==> src/bsu_pkg.sv <==
// Shared types and constants for the background subtraction and update block.
// Depends on nothing; the front, back, top and testbench refer to it by scoped names.

package bsu_pkg;

   // Configuration register set as seen by the datapath.
   typedef struct packed {
      logic [7:0] diff_threshold;
      logic [8:0] blend_alpha;
      logic       selective_mode;
      logic [7:0] ghost_threshold;
   } cfg_type;

   // Register indexes on the configuration port.
   localparam logic [1:0] REG_DIFF_THRESHOLD  = 2'd0;
   localparam logic [1:0] REG_BLEND_ALPHA     = 2'd1;
   localparam logic [1:0] REG_SELECTIVE_MODE  = 2'd2;
   localparam logic [1:0] REG_GHOST_THRESHOLD = 2'd3;

   // Reset values of the registers.
   localparam logic [7:0] RST_DIFF_THRESHOLD  = 8'd30;
   localparam logic [8:0] RST_BLEND_ALPHA     = 9'd13;
   localparam logic       RST_SELECTIVE_MODE  = 1'b0;
   localparam logic [7:0] RST_GHOST_THRESHOLD = 8'd100;

   // Alpha of one in Q1.8 and the saturation level of the run counter.
   localparam logic [8:0] ALPHA_ONE = 9'd256;
   localparam logic [7:0] COUNT_MAX = 8'd255;

   // Queue between the front and the back part.
   localparam int unsigned QUEUE_DEPTH = 4;
   localparam int unsigned QCNT_W      = 3;

endpackage

==> src/bsu_front.sv <==
// Front part: accepts pixels, reduces the index to a store address and queues them.
// Depends on bsu_pkg for the queue depth and count width.

module bsu_front #(
   parameter int unsigned MAX_PIXELS = 65536
) (
   input  logic                                clock,
   input  logic                                reset,
   input  logic                                req_valid,
   output logic                                req_ready,
   input  logic [7:0]                          req_pixel_value,
   input  logic [15:0]                         req_pixel_index,
   input  logic                                req_init_frame,
   input  logic [bsu_pkg::QCNT_W-1:0]          q_count,
   output logic                                q_push,
   output logic [$clog2(MAX_PIXELS)+8:0]       q_push_data
);

   localparam int unsigned AW = $clog2(MAX_PIXELS);
   // Reciprocal of the frame size; the quotient it gives is low by at most one.
   localparam logic [31:0] RECIP = 32'((64'd1 << 32) / 64'(MAX_PIXELS));
   localparam logic [39:0] MODC  = 40'(MAX_PIXELS);

   logic        accept;
   logic [47:0] recip_prod;

   logic        f1_valid_ff, f1_valid_in;
   logic [7:0]  f1_pix_ff;
   logic        f1_init_ff;
   logic [15:0] f1_index_ff;
   logic [15:0] f1_quot_ff;

   logic [39:0] quot_mul;
   logic [39:0] rem_raw;
   logic [39:0] rem_fix;

   logic          f2_valid_ff, f2_valid_in;
   logic [7:0]    f2_pix_ff;
   logic          f2_init_ff;
   logic [AW-1:0] f2_addr_ff;

   logic [bsu_pkg::QCNT_W:0] occupancy;

   // Every item in the front already holds a queue slot, so the front's stages never stall.
   assign occupancy = (bsu_pkg::QCNT_W+1)'(q_count)
                    + (bsu_pkg::QCNT_W+1)'(f1_valid_ff)
                    + (bsu_pkg::QCNT_W+1)'(f2_valid_ff);
   assign req_ready = (occupancy < (bsu_pkg::QCNT_W+1)'(bsu_pkg::QUEUE_DEPTH));
   assign accept    = req_valid && req_ready;

   assign recip_prod  = 48'(req_pixel_index) * 48'(RECIP);
   assign f1_valid_in = accept;

   assign quot_mul    = 40'(f1_quot_ff) * MODC;
   assign rem_raw     = 40'(f1_index_ff) - quot_mul;
   assign rem_fix     = (rem_raw >= MODC) ? rem_raw - MODC : rem_raw;
   assign f2_valid_in = f1_valid_ff;

   always_ff @(posedge clock) begin
      if (reset) begin
         f1_valid_ff <= 1'b0;
         f2_valid_ff <= 1'b0;
      end else begin
         f1_valid_ff <= f1_valid_in;
         f2_valid_ff <= f2_valid_in;
      end
   end

   always_ff @(posedge clock) begin
      if (accept) begin
         f1_pix_ff   <= req_pixel_value;
         f1_init_ff  <= req_init_frame;
         f1_index_ff <= req_pixel_index;
         f1_quot_ff  <= recip_prod[47:32];
      end
      if (f1_valid_ff) begin
         f2_pix_ff  <= f1_pix_ff;
         f2_init_ff <= f1_init_ff;
         f2_addr_ff <= rem_fix[AW-1:0];
      end
   end

   assign q_push      = f2_valid_ff;
   assign q_push_data = {f2_init_ff, f2_pix_ff, f2_addr_ff};

endmodule

==> config.mk <==
export PLATFORM = sky130hd
export DESIGN_NAME = bsu_front
export DESIGN_NICKNAME = d
export VERILOG_FILES = /design/src/bsu_pkg.sv /design/src/bsu_front.sv
export SDC_FILE = /design/constraint.sdc
export NUM_CORES = 1
export LEC_CHECK = 0
export BUFFER_PORTS_ARGS = -buffer_cell sky130_fd_sc_hd__buf_2
export CAP_MARGIN = 25
export CORE_MARGIN = 4
export CORE_UTILIZATION = 47
export CTS_CLUSTER_DIAMETER = 50
export DETAILED_ROUTE_END_ITERATION = 7
export PLACE_DENSITY = 0.85
export SYNTH_ARGS = -nofsm -noshare
export SYNTH_HDL_FRONTEND = slang
export SYNTH_SLANG_ARGS = --single-unit
==> constraint.sdc <==
create_clock -name clock -period 3.18 [get_ports clock]
set_input_delay 0.636 -clock clock [delete_from_list [all_inputs] [get_ports clock]]
set_output_delay 0.636 -clock clock [all_outputs]
set_load 0.05 [all_outputs]
; ---- Word level (Yosys, flattened, before mapping)
; Cells that the tools add are included.
[word_totals]
ff_bits = 52
input_bits = 31
out_inout_bits = 27
elab_cells = 15
[classes]
add_sub_neg = 3
order_cmp = 2
muxes = 1
reduce_logical = 1
[op_table]
columns = operator, n
row1 = $ge A16 B17 Y1 const B, 1
row2 = $mux W16, 1
row3 = $sub A16 B1 Y16 const B, 1
row4 = $add A3 B1 Y4, 1
row5 = $add A4 B1 Y4, 1
row6 = $lt A4 B3 Y1 const B, 1
row7 = $logic_and A1 B1 Y1, 1

; ---- Longest topological paths before layout
[depth]
word_depth = 4
depth_mapped = 3
depth_no_buf = 3

; ---- Least setup slack after synthesis
; OpenSTA, ideal clock, no wires.
[synth_timing]
path_type = register -> register
start = reg f2_valid_ff (netlist: q_push)
end = reg f1_index_ff[0], enable pin
setup_time_ns = 0.415
arrival_time_ns = 2.426
required_ns = 2.765
slack_ns = 0.339
path_stages_with_launch = 4
n_path_buf = 0
period_less_slack_ns = 2.841
cell_sequence = dfxtp_1 ha_1 a21o_2 a21oi_1
[synth_between]
elab_chain_len = 3
[synth_rtl]
columns = item, line_no
row1 = start: declaration, bsu_front.sv:37  ; logic f2_valid_ff, f2_valid_in;
row2 = start signal: assignment, bsu_front.sv:65  ; f2_valid_ff <= f2_valid_in;
row3 = $add A4 B1 Y4, bsu_front.sv:47  ; + (bsu_pkg::QCNT_W+1)'(f2_valid_ff);
row4 = $lt A4 B3 Y1, bsu_front.sv:48  ; assign req_ready = (occupancy < (bsu_pkg::QCNT_W+1)'(bsu_pkg::QUEUE_DEPTH));
row5 = $logic_and A1 B1 Y1, bsu_front.sv:49  ; assign accept = req_valid && req_ready;
row6 = named net accept, bsu_front.sv:24  ; logic accept;
row7 = end signal: assignment, bsu_front.sv:73  ; f1_index_ff <= req_pixel_index;
row8 = end: declaration, bsu_front.sv:30  ; logic [15:0] f1_index_ff;
; The timed path passes the listed nets, and every way through them passes these cells.
; A chain may end at the register's enable or synchronous reset.

; ---- Worst setup path in the final report
[layout_timing]
start = in q_count[0] in the netlist's numbering
end = out req_ready
[layout_between]
elab_chain_len = 3
[layout_rtl]
columns = item, line_no
row1 = start: declaration, bsu_front.sv:14  ; input logic [bsu_pkg::QCNT_W-1:0] q_count,
row2 = $add A3 B1 Y4, bsu_front.sv:46  ; + (bsu_pkg::QCNT_W+1)'(f1_valid_ff)
row3 = $add A4 B1 Y4, bsu_front.sv:47
row4 = $lt A4 B3 Y1, bsu_front.sv:48
row5 = end: declaration, bsu_front.sv:10  ; output logic req_ready,
; No other way between the ends.

==> flow_summary_export.csv <==
group,metric,value,unit
timing,fmax,0.4360,GHz
cells_and_area,num-fill-cells,236,
setup_path,critPathKind,"input port to output port",
route,dr.pass1.iters,4,
floorplan,die_h,66.44,um
setup_path,reg2reg_slack,1.30,ns
synth,yosysWarnings,0,
synth,synthesis.nets,92,
route,drt_iter0_drc,41,
setup_path,worstPathRequired,2.54,ns
cts,clk_path_buf_depth,2,
cts,clkLatencyLatePin,0.37,ns
synth,ys_ff_latch,52,
cts,cts_resized,0,
global_route,antenna_found_initial,0,
global_route,grt_start_max_net_pins,27,
global_route,grt_util_all_layers,0.1171,
timing,grt_setup_unrepaired,"false",
cells_and_area,multi_input_area,60.06,sq um
place,port_buffers,57,
floorplan,die_x,66.44,um
setup_path,cp.arrival,1.66,ns
place,gp_congestion,0.6485,
timing,post-route-min-period,2.294,ns
timing,tns,0,ns
cells_and_area,final_cell_count_no_fill,170,
place,placed_cells_incl_taps,162,
cts,cts_tree,"yes",
synth,synth_edf_count,50,
setup_path,ff2ff_path_depth,4,
route,drc,0,
timing,slew_headroom,0.6772,
route,via_per_inst,4.606,
outcome,status,"complete, no violations",
setup_path,end_kind,"output port",
timing,fin_ws,0.8864,ns
global_route,grt_pass1_wl,3484,um
power,vdd_drop_max,0.0002545,V
timing,fin_crit_sh,0.7213,
setup_path,endpoint,"req_ready",
cts,hold_buffers,0,
synth,synth_top_area_share,0.9353,
power,p_leak,0.7785,nW
timing,tightest_slew,0.4842,ns
flow_run,cap_viol_max_count,0,
cells_and_area,layout.nets,157,
synth,avgSynthCellArea,26.75,sq um
floorplan,pin_count,58,
cts,clock_sinks,52,
setup_path,setup.worst_path.start,"q_count[0]",
route,drt_wl_total,2355,um
synth,ys_types,9,
cts,cts_setup_buffers,0,
synth,yosys.area.top_type,"edfxtp_1",
synth,synth_seq_area_share,0.9602,
floorplan,num_rows,20,
cts,cts_buffers,5,
power,p_total,0.001150,W
route,num_vias,783,
synth,synthesis.area,0.001605,sq mm
floorplan,initial_core_util,0.5091,
cells_and_area,area_delta_synth_final,25.88,%
setup_path,critPathLaunchType,"input port",
floorplan,core_region_area,0.003153,sq mm
route,antenna_left,0,
timing,setup_viol,0,
cts,h-tree-depth,2,
timing,skew,0.01765,ns
synth,yosys-top-cells-count,"50 x edfxtp_1, 2 x a21oi_1, 2 x dfxtp_1",
floorplan,die-area,0.004414,sq mm
cts,root_buffer,"clkbuf_4",
setup_path,critPathMaxFanout,3,
synth,synthArstFlopShare,0,
hold_path,hp-class,"flip-flop to flip-flop",
setup_path,worst_r2r_endpoint,"f1_index_ff[2]",
setup_path,worstReg2RegStart,"q_push",
synth,synth_most_common_cell,"edfxtp_1",
cells_and_area,drive_gt1_frac,0.5556,
synth,syn_inst,60,
power,power_density,569.0,mW/mm^2
route,wl_per_cell,13.85,um
timing,drv_slew,0,
global_route,grt_pass1_vias,744,
timing,finalHoldViolations,0,
synth,ys_top_cells_by_area,"edfxtp_1 94%, dfxtp_1 2.5%, a211oi_2 0.78%, ha_1 0.78%, a21oi_1 0.62%",
synth,synthFlopType,"edfxtp_1",
global_route,overflow,0,
cts,clk_pin_slew,0.15,ns
cells_and_area,diodes,0,
cells_and_area,seqCellArea,0.001541,sq mm
place,pre_cts_ws,0.8588,ns
## final cells by class
class / count / share of cell area
repair buffers: 59 / 0.1486
multi-input cells: 7 / 0.02972
flip-flops and latches: 52 / 0.7628
well taps: 44 / 0.02724
clock buffers: 5 / 0.01858
clock inverters: 3 / 0.01300
## logic make-up after synthesis
kind of cell | synth area share
and+or+nand+nor | 0.007799
AOI/OAI and AO/OA | 0.01949
buffers and inverters | 0.004678
DFF | 0.9603
adders and majority gates | 0.007793
## per-layer routing
metal	vias to the layer above	wire length, um	track usage
li1	371	-	-
met1	356	849	0.1250
met2	50	1157	0.1859
met3	6	278	0.04762
met4	0	70	0.08376
met5	-	0	0
## worst max-delay path: stages
cell and delay (ns):
buf_2 0.10, ha_1 0.28, a21o_2 0.22, a21oi_1 0.14
buf_2 0.27
## report_power, final
part | internal (W) | switching, W
Clock | 0.0000919 | 0.000197
Combinational | 0.0000227 | 0.0000555
Sequential | 0.000777 | 0.00000568
## metrics by stage
| stage | hold slack (ns) | utilization | instance area, sq um |
|---|---|---|---|
| global placement | 0.4017 | 0.6206 | 1957 |
| finish | 0.4256 | 0.6409 | 2021 |
| global route | 0.3787 | 0.6409 | 2021 |
| CTS | 0.4107 | 0.6409 | 2021 |
| floorplan | 0.4003 | - | 1605 |
| detailed placement | 0.4054 | 0.6206 | 1957 |
## sequential cells by signal, indices dropped and copies added, names as in the netlist
name,cells
f2_init_ff,1
q_push,1
f1_init_ff,1
f1_valid_ff,1
f1_index_ff,16
f2_addr_ff,16
f1_pix_ff,8
f2_pix_ff,8
## worst min path at each step
stage | cells after the start | end | start | slack (ns)
after floorplan | 0 | f2_addr_ff[0] | f1_index_ff[0] | 0.40
after global placement | 0 | f2_addr_ff[8] | f1_index_ff[8] | 0.40
after detailed placement | 0 | f2_addr_ff[3] | f1_index_ff[3] | 0.41
after CTS | 1 | f1_init_ff | req_init_frame | 0.41
after global routing | 1 | f1_init_ff | req_init_frame | 0.38
final | 0 | f2_addr_ff[4] | f1_index_ff[4] | 0.43
## cells in the final DEF (no fill, tap or decap)
master and instances:
edfxtp_1 50, buf_2 57, clkbuf_4 5, a211oi_2 1, nor2b_1 1, inv_6 1
buf_4 2, dfxtp_1 2, nand2b_1 1, ha_1 1, a21o_2 1, a21oi_1 1
clkinv_4 2, a21oi_2 1
(Power assumes the default switching activity.)
