$ cat src/bsu_queue.sv
// Short first-in first-out queue between the front and the back part.
// Depends on nothing; the depth and count width come from the instantiating module.

module bsu_queue #(
   parameter int unsigned WIDTH  = 25,
   parameter int unsigned DEPTH  = 4,
   parameter int unsigned CNT_W  = 3
) (
   input  logic             clock,
   input  logic             reset,
   input  logic             push,
   input  logic [WIDTH-1:0] push_data,
   input  logic             pop,
   output logic             head_valid,
   output logic [WIDTH-1:0] head_data,
   output logic [CNT_W-1:0] count
);

   localparam int unsigned PW = (DEPTH > 1) ? $clog2(DEPTH) : 1;
   localparam logic [PW-1:0] LAST = PW'(DEPTH - 1);

   logic [WIDTH-1:0] slot_ff [DEPTH];
   logic [PW-1:0]    wr_ptr_ff, wr_ptr_in;
   logic [PW-1:0]    rd_ptr_ff, rd_ptr_in;
   logic [CNT_W-1:0] count_ff, count_in;

   always_comb begin
      wr_ptr_in = wr_ptr_ff;
      rd_ptr_in = rd_ptr_ff;
      count_in  = count_ff;
      if (push) begin
         wr_ptr_in = (wr_ptr_ff == LAST) ? '0 : wr_ptr_ff + 1'b1;
      end
      if (pop) begin
         rd_ptr_in = (rd_ptr_ff == LAST) ? '0 : rd_ptr_ff + 1'b1;
      end
      if (push && !pop) begin
         count_in = count_ff + 1'b1;
      end else if (pop && !push) begin
         count_in = count_ff - 1'b1;
      end
   end

   always_ff @(posedge clock) begin
      if (reset) begin
         wr_ptr_ff <= '0;
         rd_ptr_ff <= '0;
         count_ff  <= '0;
      end else begin
         wr_ptr_ff <= wr_ptr_in;
         rd_ptr_ff <= rd_ptr_in;
         count_ff  <= count_in;
      end
   end

   always_ff @(posedge clock) begin
      if (push) begin
         slot_ff[wr_ptr_ff] <= push_data;
      end
   end

   assign head_valid = (count_ff != '0);
   assign head_data  = slot_ff[rd_ptr_ff];
   assign count      = count_ff;

endmodule

$ cat config.mk
export PLATFORM = sky130hd
export DESIGN_NAME = bsu_queue
export DESIGN_NICKNAME = d
export VERILOG_FILES = /design/src/bsu_queue.sv
export SDC_FILE = /design/constraint.sdc
export NUM_CORES = 1
export LEC_CHECK = 0
export BUFFER_PORTS_ARGS = -buffer_cell sky130_fd_sc_hd__buf_2
export CAP_MARGIN = 20
export CORE_ASPECT_RATIO = 2
export CORE_MARGIN = 3
export CORE_UTILIZATION = 47
export CTS_CLUSTER_DIAMETER = 80
export DETAILED_ROUTE_END_ITERATION = 16
export PLACE_DENSITY = 0.68
export SYNTH_ARGS = -nofsm -noshare
export SYNTH_HDL_FRONTEND = slang
export SYNTH_SLANG_ARGS = --single-unit
export TNS_END_PERCENT = 100
$ cat constraint.sdc
create_clock -name clock -period 2.3 [get_ports clock]
set_input_delay 0.23 -clock clock [delete_from_list [all_inputs] [get_ports clock]]
set_output_delay 0.23 -clock clock [all_outputs]
set_load 0.02 [all_outputs]
### Word-level counts from Yosys, hierarchy flattened

Memories as Yosys holds them, arrays and structs flattened. A register that Yosys moved wholly into a read port is not among the register bits.
Cells that the tools add are included.

| word-level totals | value |
|---|---|
| flip-flop bits (word level) | 7 |
| bits in writable memories | 100 |
| input bits | 29 |
| output and inout bits | 29 |
| logic and storage cells | 24 |
| memories | 1 |

| operators by class | value |
|---|---|
| $add $sub $neg | 4 |
| equality and inequality tests | 2 |
| muxes and demuxes | 8 |
| reduce and logical (&&, ||, !) cells | 6 |

Memory list:

| memory | depth | bits a word | rd ports | clocked after memory_dff | write ports | line | source |
|---|---|---|---|---|---|---|---|
| slot_ff | 4 | 25 | 1 | 1 | 1 | 22 | `logic [WIDTH-1:0] slot_ff [DEPTH];` |

Operator list:

| kind | count |
|---|---|
| two-way mux 2 bit | 4 |
| two-way mux 3 bit | 2 |
| adder 2 x 1 -> 2 bit, second input constant | 2 |
| == test 2 bit, second input constant | 2 |
| adder 3 x 1 -> 3 bit, second input constant | 1 |
| nonzero test 3 bit | 1 |
| subtractor 3 x 1 -> 3 bit, second input constant | 1 |
| logical AND 1 bit | 2 |
| logical NOT 1 bit | 2 |
| two-way mux 1 bit | 2 |
| nonzero test 2 bit | 1 |

### Longest topological paths before layout

Gate-level depths: netlist (run 1).

| depth | value |
|---|---|
| word-level depth | 4 |
| gate-level depth with buffers | 7 |
| depth with buffers taken out | 7 |

### Worst setup path after synthesis (run 1)

OpenSTA, ideal clock, no wires.

| timing path | value |
|---|---|
| kind | register to register |
| start | reg wr_ptr_ff[0] |
| end | mem slot_ff[3][0], enable pin |
| library setup time | 384 ps |
| data arrival time | 1185 ps |
| required time | 1916 ps |
| path slack | 732 ps |
| stages on the path, launching flop included | 3 |
| buffers on the path | 0 |
| clock period less this slack | 1568 ps |
| cell sequence | dfxtp_1 > ha_1 > and2_1 |

RTL lines:

| item | line | source |
|---|---|---|
| from (decl) | 23 | `logic [PW-1:0] wr_ptr_ff, wr_ptr_in;` |
| from (signal assigned) | 50 | `wr_ptr_ff <= wr_ptr_in;` |
| to (decl) | 22 |  |

Straight into the memory's write port.

==> summary.txt, run 1 <==
STA
  • RSZ-0062 raised after global routing: no
  • Fin Setup TNS: 0 ps
  • Worst Hold Slack: 100 ps
  • Headroom to the max-slew limit: 70.0%
  • Fin crit share: 85.1%
  • Final Hold Viols: 0
  • Final Setup Violations: 0
  • Post-route minimum period: 1960 ps
  • Final slew viol count: 0
  • Worst Tran Pin Value: 450 ps
  • Fmax: 511 MHz
  • Final Skew: 6.71 ps

Floorplan
  • Io pins: 58
  • Starting Density: 48.9%
  • Die width: 71.9 um
  • Die area: 0.00991 sq mm
  • Cell Rows: 47
  • Die height: 138 um
  • Core Area: 0.00835 sq mm

Yosys
  • Synth Area in Adders: 2.33%
  • Syn_nets: 210
  • Syn Std Cell Area: 0.00409 sq mm
  • Yosys top cell area share: 73.5%
  • Largest family of logic cells by synthesized area: multiplexers
  • Ranking of synthesized cells by area: edfxtp_1, mux4_2, dfxtp_1
  • Cells after synthesis: 174
  • Count of different cell masters after synthesis: 19
  • Post-synthesis compound-gate area fraction: 0.368%
  • YS warnings: 0
  • Post-synthesis simple-gate area fraction: 1.75%
  • #FFs+latches synth: 109
  • XOR/XNOR share of the synthesized area: 0.429%
  • Post-synth top area cell: edfxtp_1
  • Multiplexer share of the synthesized area: 15.2%
  • Syn avg cell area: 23.5 sq um
  • Seq/Total Area, Yosys: 77.9%

Clocking
  • Clock tree buffer depth: 2
  • Clock Sinks: 109
  • Clk root buf: clkbuf_16
  • Clk Latency, worst-skew pair: 340 ps
  • CTS tree: yes
  • H-tree lvl count: 3
  • Post-CTS Hold Buffers: 0
  • Worst-path clk slew: 70 ps
  • Post-CTS setup buffer count: 0
  • Cts repair resizes: 0
  • Total CTS buffers: 9

Drt
  • TritonRoute pass-1 iters: 4
  • Avg Vias per Cell: 5.41
  • Via count: 1871
  • DRT iter0 DRCs: 119
  • DRC Markers: 0
  • DRT antenna net count: 0
  • Total Wirelength: 6790 um
  • Routed WL per cell: 19.6 um

Pwr
  • Maximum VDD drop: 840 uV
  • Leak pwr: 1.73 nW
  • PwrDens: 938 mW/mm^2
  • Final Power: 4.56 mW

Placed design
  • HPWL Detailed: 4470 um
  • Port bufs: 57
  • Placed Cells: 331
  • Routability Congestion: 0.672

GRT
  • Vias in the first global route: 1992
  • Initial antenna violation count: 0
  • Total track usage: 15.1%
  • Largest net degree at the start of global routing: 26
  • First-pass GRT wire length: 10800 um
  • Gr ovfl total: 0

Layout
  • Synth-to-Final Area Change: 19.0%
  • Most frequent cells in the layout: edfxtp_1, buf_2, mux4_2
  • Antenna cells: 0
  • Final Core Density: 58.2%
  • Fin nets: 280
  • Non-filler cells, final: 346
  • Most common cell after layout, fill and taps aside: edfxtp_1
  • Share of cells above drive strength 1: 40.7%

Worst setup path
  • CP startpoint kind: register
  • Critical Path AT: 1730 ps
  • Kind of critical path: reg -> out
  • Max FO, Critical Path: 13
  • CP required: 2070 ps
  • Reg-to-Reg End: slot_ff[1][12]$_DFFE_PP_
  • Reg2Reg Depth: 3
  • Crit. End Element: output port
  • R2R Setup Slk: 760 ps
  • Worst r2r src: wr_ptr_ff[0]$_SDFFE_PP0P_

Hold path
  • Worst hold path stage count: 1
  • Hold path startpoint: push_data[23]
  • Hold WC Path Type: in -> reg
  • Hold endpoint: slot_ff[1][23]$_DFFE_PP_

Status
  • Status: completed

Job
  • Max-cap viol count: 0
[worst max-delay path, stage by stage, from the launching register on]
cell and delay, ps:
dfxtp_2 340, buf_4 270, mux4_1 590, buf_2 180
[metrics by stage]
stage | setup slack, ps | area [sq um]
floorplan | 732 | 4090
global placement | 644 | 4500
detailed placement | 595 | 4500
CTS | 293 | 4860
global route | 242 | 4860
finish | 342 | 4860
[synth_stat cells, drive strengths merged]
cell and number:
clkbuf 1, fa 1, and2 4, buf 5, edfxtp 100, mux2i 4, nor3b 1, xor2 2
or3 2, dfxtp 9, ha 6, inv 4, o21ai 1, mux4 25, a21oi 2, nor2 7
[state kept, by name, indices dropped and copies added, names as in the netlist, named ones only]
signal / cells
rd_ptr_ff: 2
wr_ptr_ff: 2
slot_ff: 100
count: 3
[area by class of cell]
| class | instances | area, sq um |
|---|---|---|
| timing repair buffer | 65 | 358 |
| sequential | 109 | 3180 |
| inverter | 4 | 15.0 |
| clock inverter | 6 | 136 |
| tap | 98 | 123 |
| clock buffer | 9 | 225 |
| fill | 651 | 3490 |
| multi-input combinational | 55 | 821 |
[metal layers]
layer	wire length (um)	global-route usage, %	vias to the layer above
met2	3870	27.1	52
li1	-	-	857
met3	371	4.75	8
met1	2470	16.4	954
met4	86	5.65	0
met5	0	0	-
[cells by family (layout without fill, tap and decap cells)]
family / after synthesis / count (layout)
xor gates and xnor gates: 2 / 2
AOI/OAI and AO/OA: 3 / 3
DFF: 109 / 109
buffers and inverters: 10 / 84
and+or+nand+nor: 14 / 14
muxes: 29 / 29
adders and majority gates: 7 / 7
[worst max-delay path by stage]
stage | cells after the start | slack [ps] | end
5_1_grt | 3 | 240 | head_data[12]
6_report | 3 | 340 | head_data[8]
3_5_place_dp | 7 | 590 | count[2]$_SDFFE_PP0P_
4_1_cts | 3 | 290 | head_data[8]
3_3_place_gp | 7 | 640 | count[2]$_SDFFE_PP0P_
2_1_floorplan | 2 | 730 | slot_ff[3][0]$_DFFE_PP_
[report_power, final]
part	internal [mW]	leakage [nW]	switching, mW
Clock	1.17	0.172	0.636
Combinational	0.190	0.564	0.268
Sequential	2.26	0.993	0.0331
(Power assumes the default switching activity.)
==> run 2, diff against run 1 <==
BUFFER_PORTS_ARGS = -buffer_cell sky130_fd_sc_hd__buf_4   (was -buffer_cell sky130_fd_sc_hd__buf_2)
==> run 2 against run 1 <==
Via count down 1.5%; combinational power up 10%; count of clock-buffer cells in the layout up 1; routed wire length down 1.4%; highest routed layer unchanged.
==> summary.txt, run 2 (same netlist as run 1, synthesis figures left out) <==
Layout
  • Non-filler cells, final: 344 (-0.58%)
  • Antenna cells: 0 (unchanged)
  • Most common cell after layout, fill and taps aside: edfxtp_1
  • Most frequent cells in the layout: edfxtp_1, buf_4, mux4_2
  • Final instance area: 0.00489 sq mm (+0.49%)
  • Fin nets: 278 (-0.71%)
  • Multi-input gate area: 821 sq um (unchanged)
  • Register area: 0.00318 sq mm (unchanged)
  • Max reg flops: 100 (unchanged)
  • Share of cells above drive strength 1: 39.4% (-1.3 points)
  • Synth-to-Final Area Change: 19.6%
  • Final Core Density: 58.5% (+0.28 points)
  • Fillers: 640 (-1.7%)
  • Largest Register: slot_ff

Hold path
  • Hold path startpoint: push_data[11]
  • Hold endpoint: slot_ff[0][11]$_DFFE_PP_
  • Worst hold path stage count: 1 (unchanged)
  • Hold WC Path Type: in -> reg

Worst setup path
  • Max FO, Critical Path: 16 (+3)
  • Critical Path AT: 1860 ps (+130 ps)
  • R2R Setup Slk: 830 ps (+70 ps)
  • CP required: 2070 ps (about the same)
  • Reg-to-Reg End: count[2]$_SDFFE_PP0P_
  • Kind of critical path: reg -> out
  • Crit. End Element: output port
  • CP startpoint kind: register
  • Worst r2r src: count[0]$_SDFFE_PP0P_
  • Reg2Reg Depth: 4 (+1)

STA
  • Fin Setup TNS: 0 ps (unchanged)
  • Fin crit share: 90.8% (+5.7 points)
  • Worst Tran Pin Value: 394 ps (-56.3 ps)
  • Final slew viol count: 0 (unchanged)
  • Fmax: 479 MHz (-6.3%)
  • Final Setup Violations: 0 (unchanged)
  • Final Hold Viols: 0 (unchanged)
  • Headroom to the max-slew limit: 73.7% (+3.8 points)
  • RSZ-0062 raised after global routing: no
  • Worst Hold Slack: 93.2 ps (-7.23 ps)
  • Post-route minimum period: 2090 ps (+131 ps)
  • Final Skew: 5.13 ps (-1.58 ps)

Status
  • Status: completed

GRT
  • Vias in the first global route: 2041 (+2.5%)
  • Gr ovfl total: 0 (unchanged)
  • First-pass GRT wire length: 10400 um (-3.4%)
  • Largest net degree at the start of global routing: 26 (unchanged)
  • Initial antenna violation count: 0 (unchanged)
  • Total track usage: 14.8% (-0.28 points)

Clocking
  • Worst-path clk slew: 60 ps (about the same)
  • CTS tree: yes
  • Cts repair resizes: 0 (unchanged)
  • Post-CTS setup buffer count: 0 (unchanged)
  • Clk root buf: clkbuf_16
  • Clock tree buffer depth: 2 (unchanged)
  • Post-CTS Hold Buffers: 0 (unchanged)
  • Clock Sinks: 109 (unchanged)
  • H-tree lvl count: 3 (unchanged)
  • Clk Latency, worst-skew pair: 330 ps (about the same)
  • Total CTS buffers: 9 (unchanged)

Pwr
  • Leak pwr: 1.72 nW (-0.69%)
  • Maximum VDD drop: 588 uV (-30%)
  • PwrDens: 847 mW/mm^2 (-9.7%)

Placed design
  • Routability Congestion: 0.697 (+3.8%)
  • Placed Area: 0.00463 sq mm (+2.8%)
  • Placed Cells: 329 (-0.60%)
  • Port bufs: 57 (unchanged)
  • HPWL Detailed: 4370 um (-2.4%)

Floorplan
  • Die height: 138 um (unchanged)
  • Cell Rows: 47 (unchanged)
  • Die area: 0.00991 sq mm (unchanged)
  • Die width: 71.9 um (unchanged)
  • Core Area: 0.00835 sq mm (unchanged)
  • Io pins: 58 (unchanged)
  • Starting Density: 48.9% (unchanged)

Drt
  • Avg Vias per Cell: 5.36 (-0.92%)
  • Via count: 1843 (-1.5%)
  • DRT antenna net count: 0 (unchanged)
  • TritonRoute pass-1 iters: 4 (unchanged)
  • Routed WL per cell: 19.5 um (-0.84%)
  • DRT iter0 DRCs: 139 (+17%)
  • Total Wirelength: 6700 um (-1.4%)
  • DRC Markers: 0 (unchanged)

Job
  • Max-cap viol count: 0 (unchanged)
[run 2: layer usage]
| metal | part of all wire (%) | global-route usage, % |
|---|---|---|
| met5 | 0 | 0 |
| met4 | 1.4 | 7.22 |
| met3 | 5.6 | 4.46 |
| met2 | 56 | 26.0 |
| met1 | 37 | 16.0 |
[run 2: where the power goes]
group	switching, mW	internal (mW)	total [mW]	leakage, nW
clock network	0.610	0.720	1.33	0.122
logic	0.263	0.242	0.505	0.602
registers	0.0397	2.26	2.30	0.993
[run 2: metrics by stage]
| stage | total power, mW | setup slack, ps |
|---|---|---|
| final | 4.14 | 211 |
| after detailed placement | 2.86 | 535 |
| after CTS | 4.20 | 164 |
| after floorplan | 2.64 | 732 |
| after global routing | 4.30 | 128 |
| after global placement | 2.85 | 533 |
[run 2: how the worst max path moves through the flow]
stage                              start                       to  slack [ps]  depth (start not counted)
2_1_floorplan  wr_ptr_ff[0]$_SDFFE_PP0P_  slot_ff[3][0]$_DFFE_PP_         730                          2
3_3_place_gp                    register            head_data[12]         530                          3
3_5_place_dp                    register            head_data[12]         530                          3
4_1_cts                         register            head_data[12]         160                          3
5_1_grt                         register            head_data[12]         130                          3
6_report                        register            head_data[12]         210                          3
[run 2: area by class of cell]
class	instances	share of cell area, %
tap	98	2.51
clock buffer	10	4.69
clock inverter	5	0.589
multi-input combinational	55	16.8
sequential	109	65.2
timing repair buffer	63	9.94
inverter	4	0.307
[run 2: critical path, cell delays in order (launching register included)]
cell and delay [ps]:
dfxtp_2 550, buf_12 230, mux4_1 560, buf_4 170
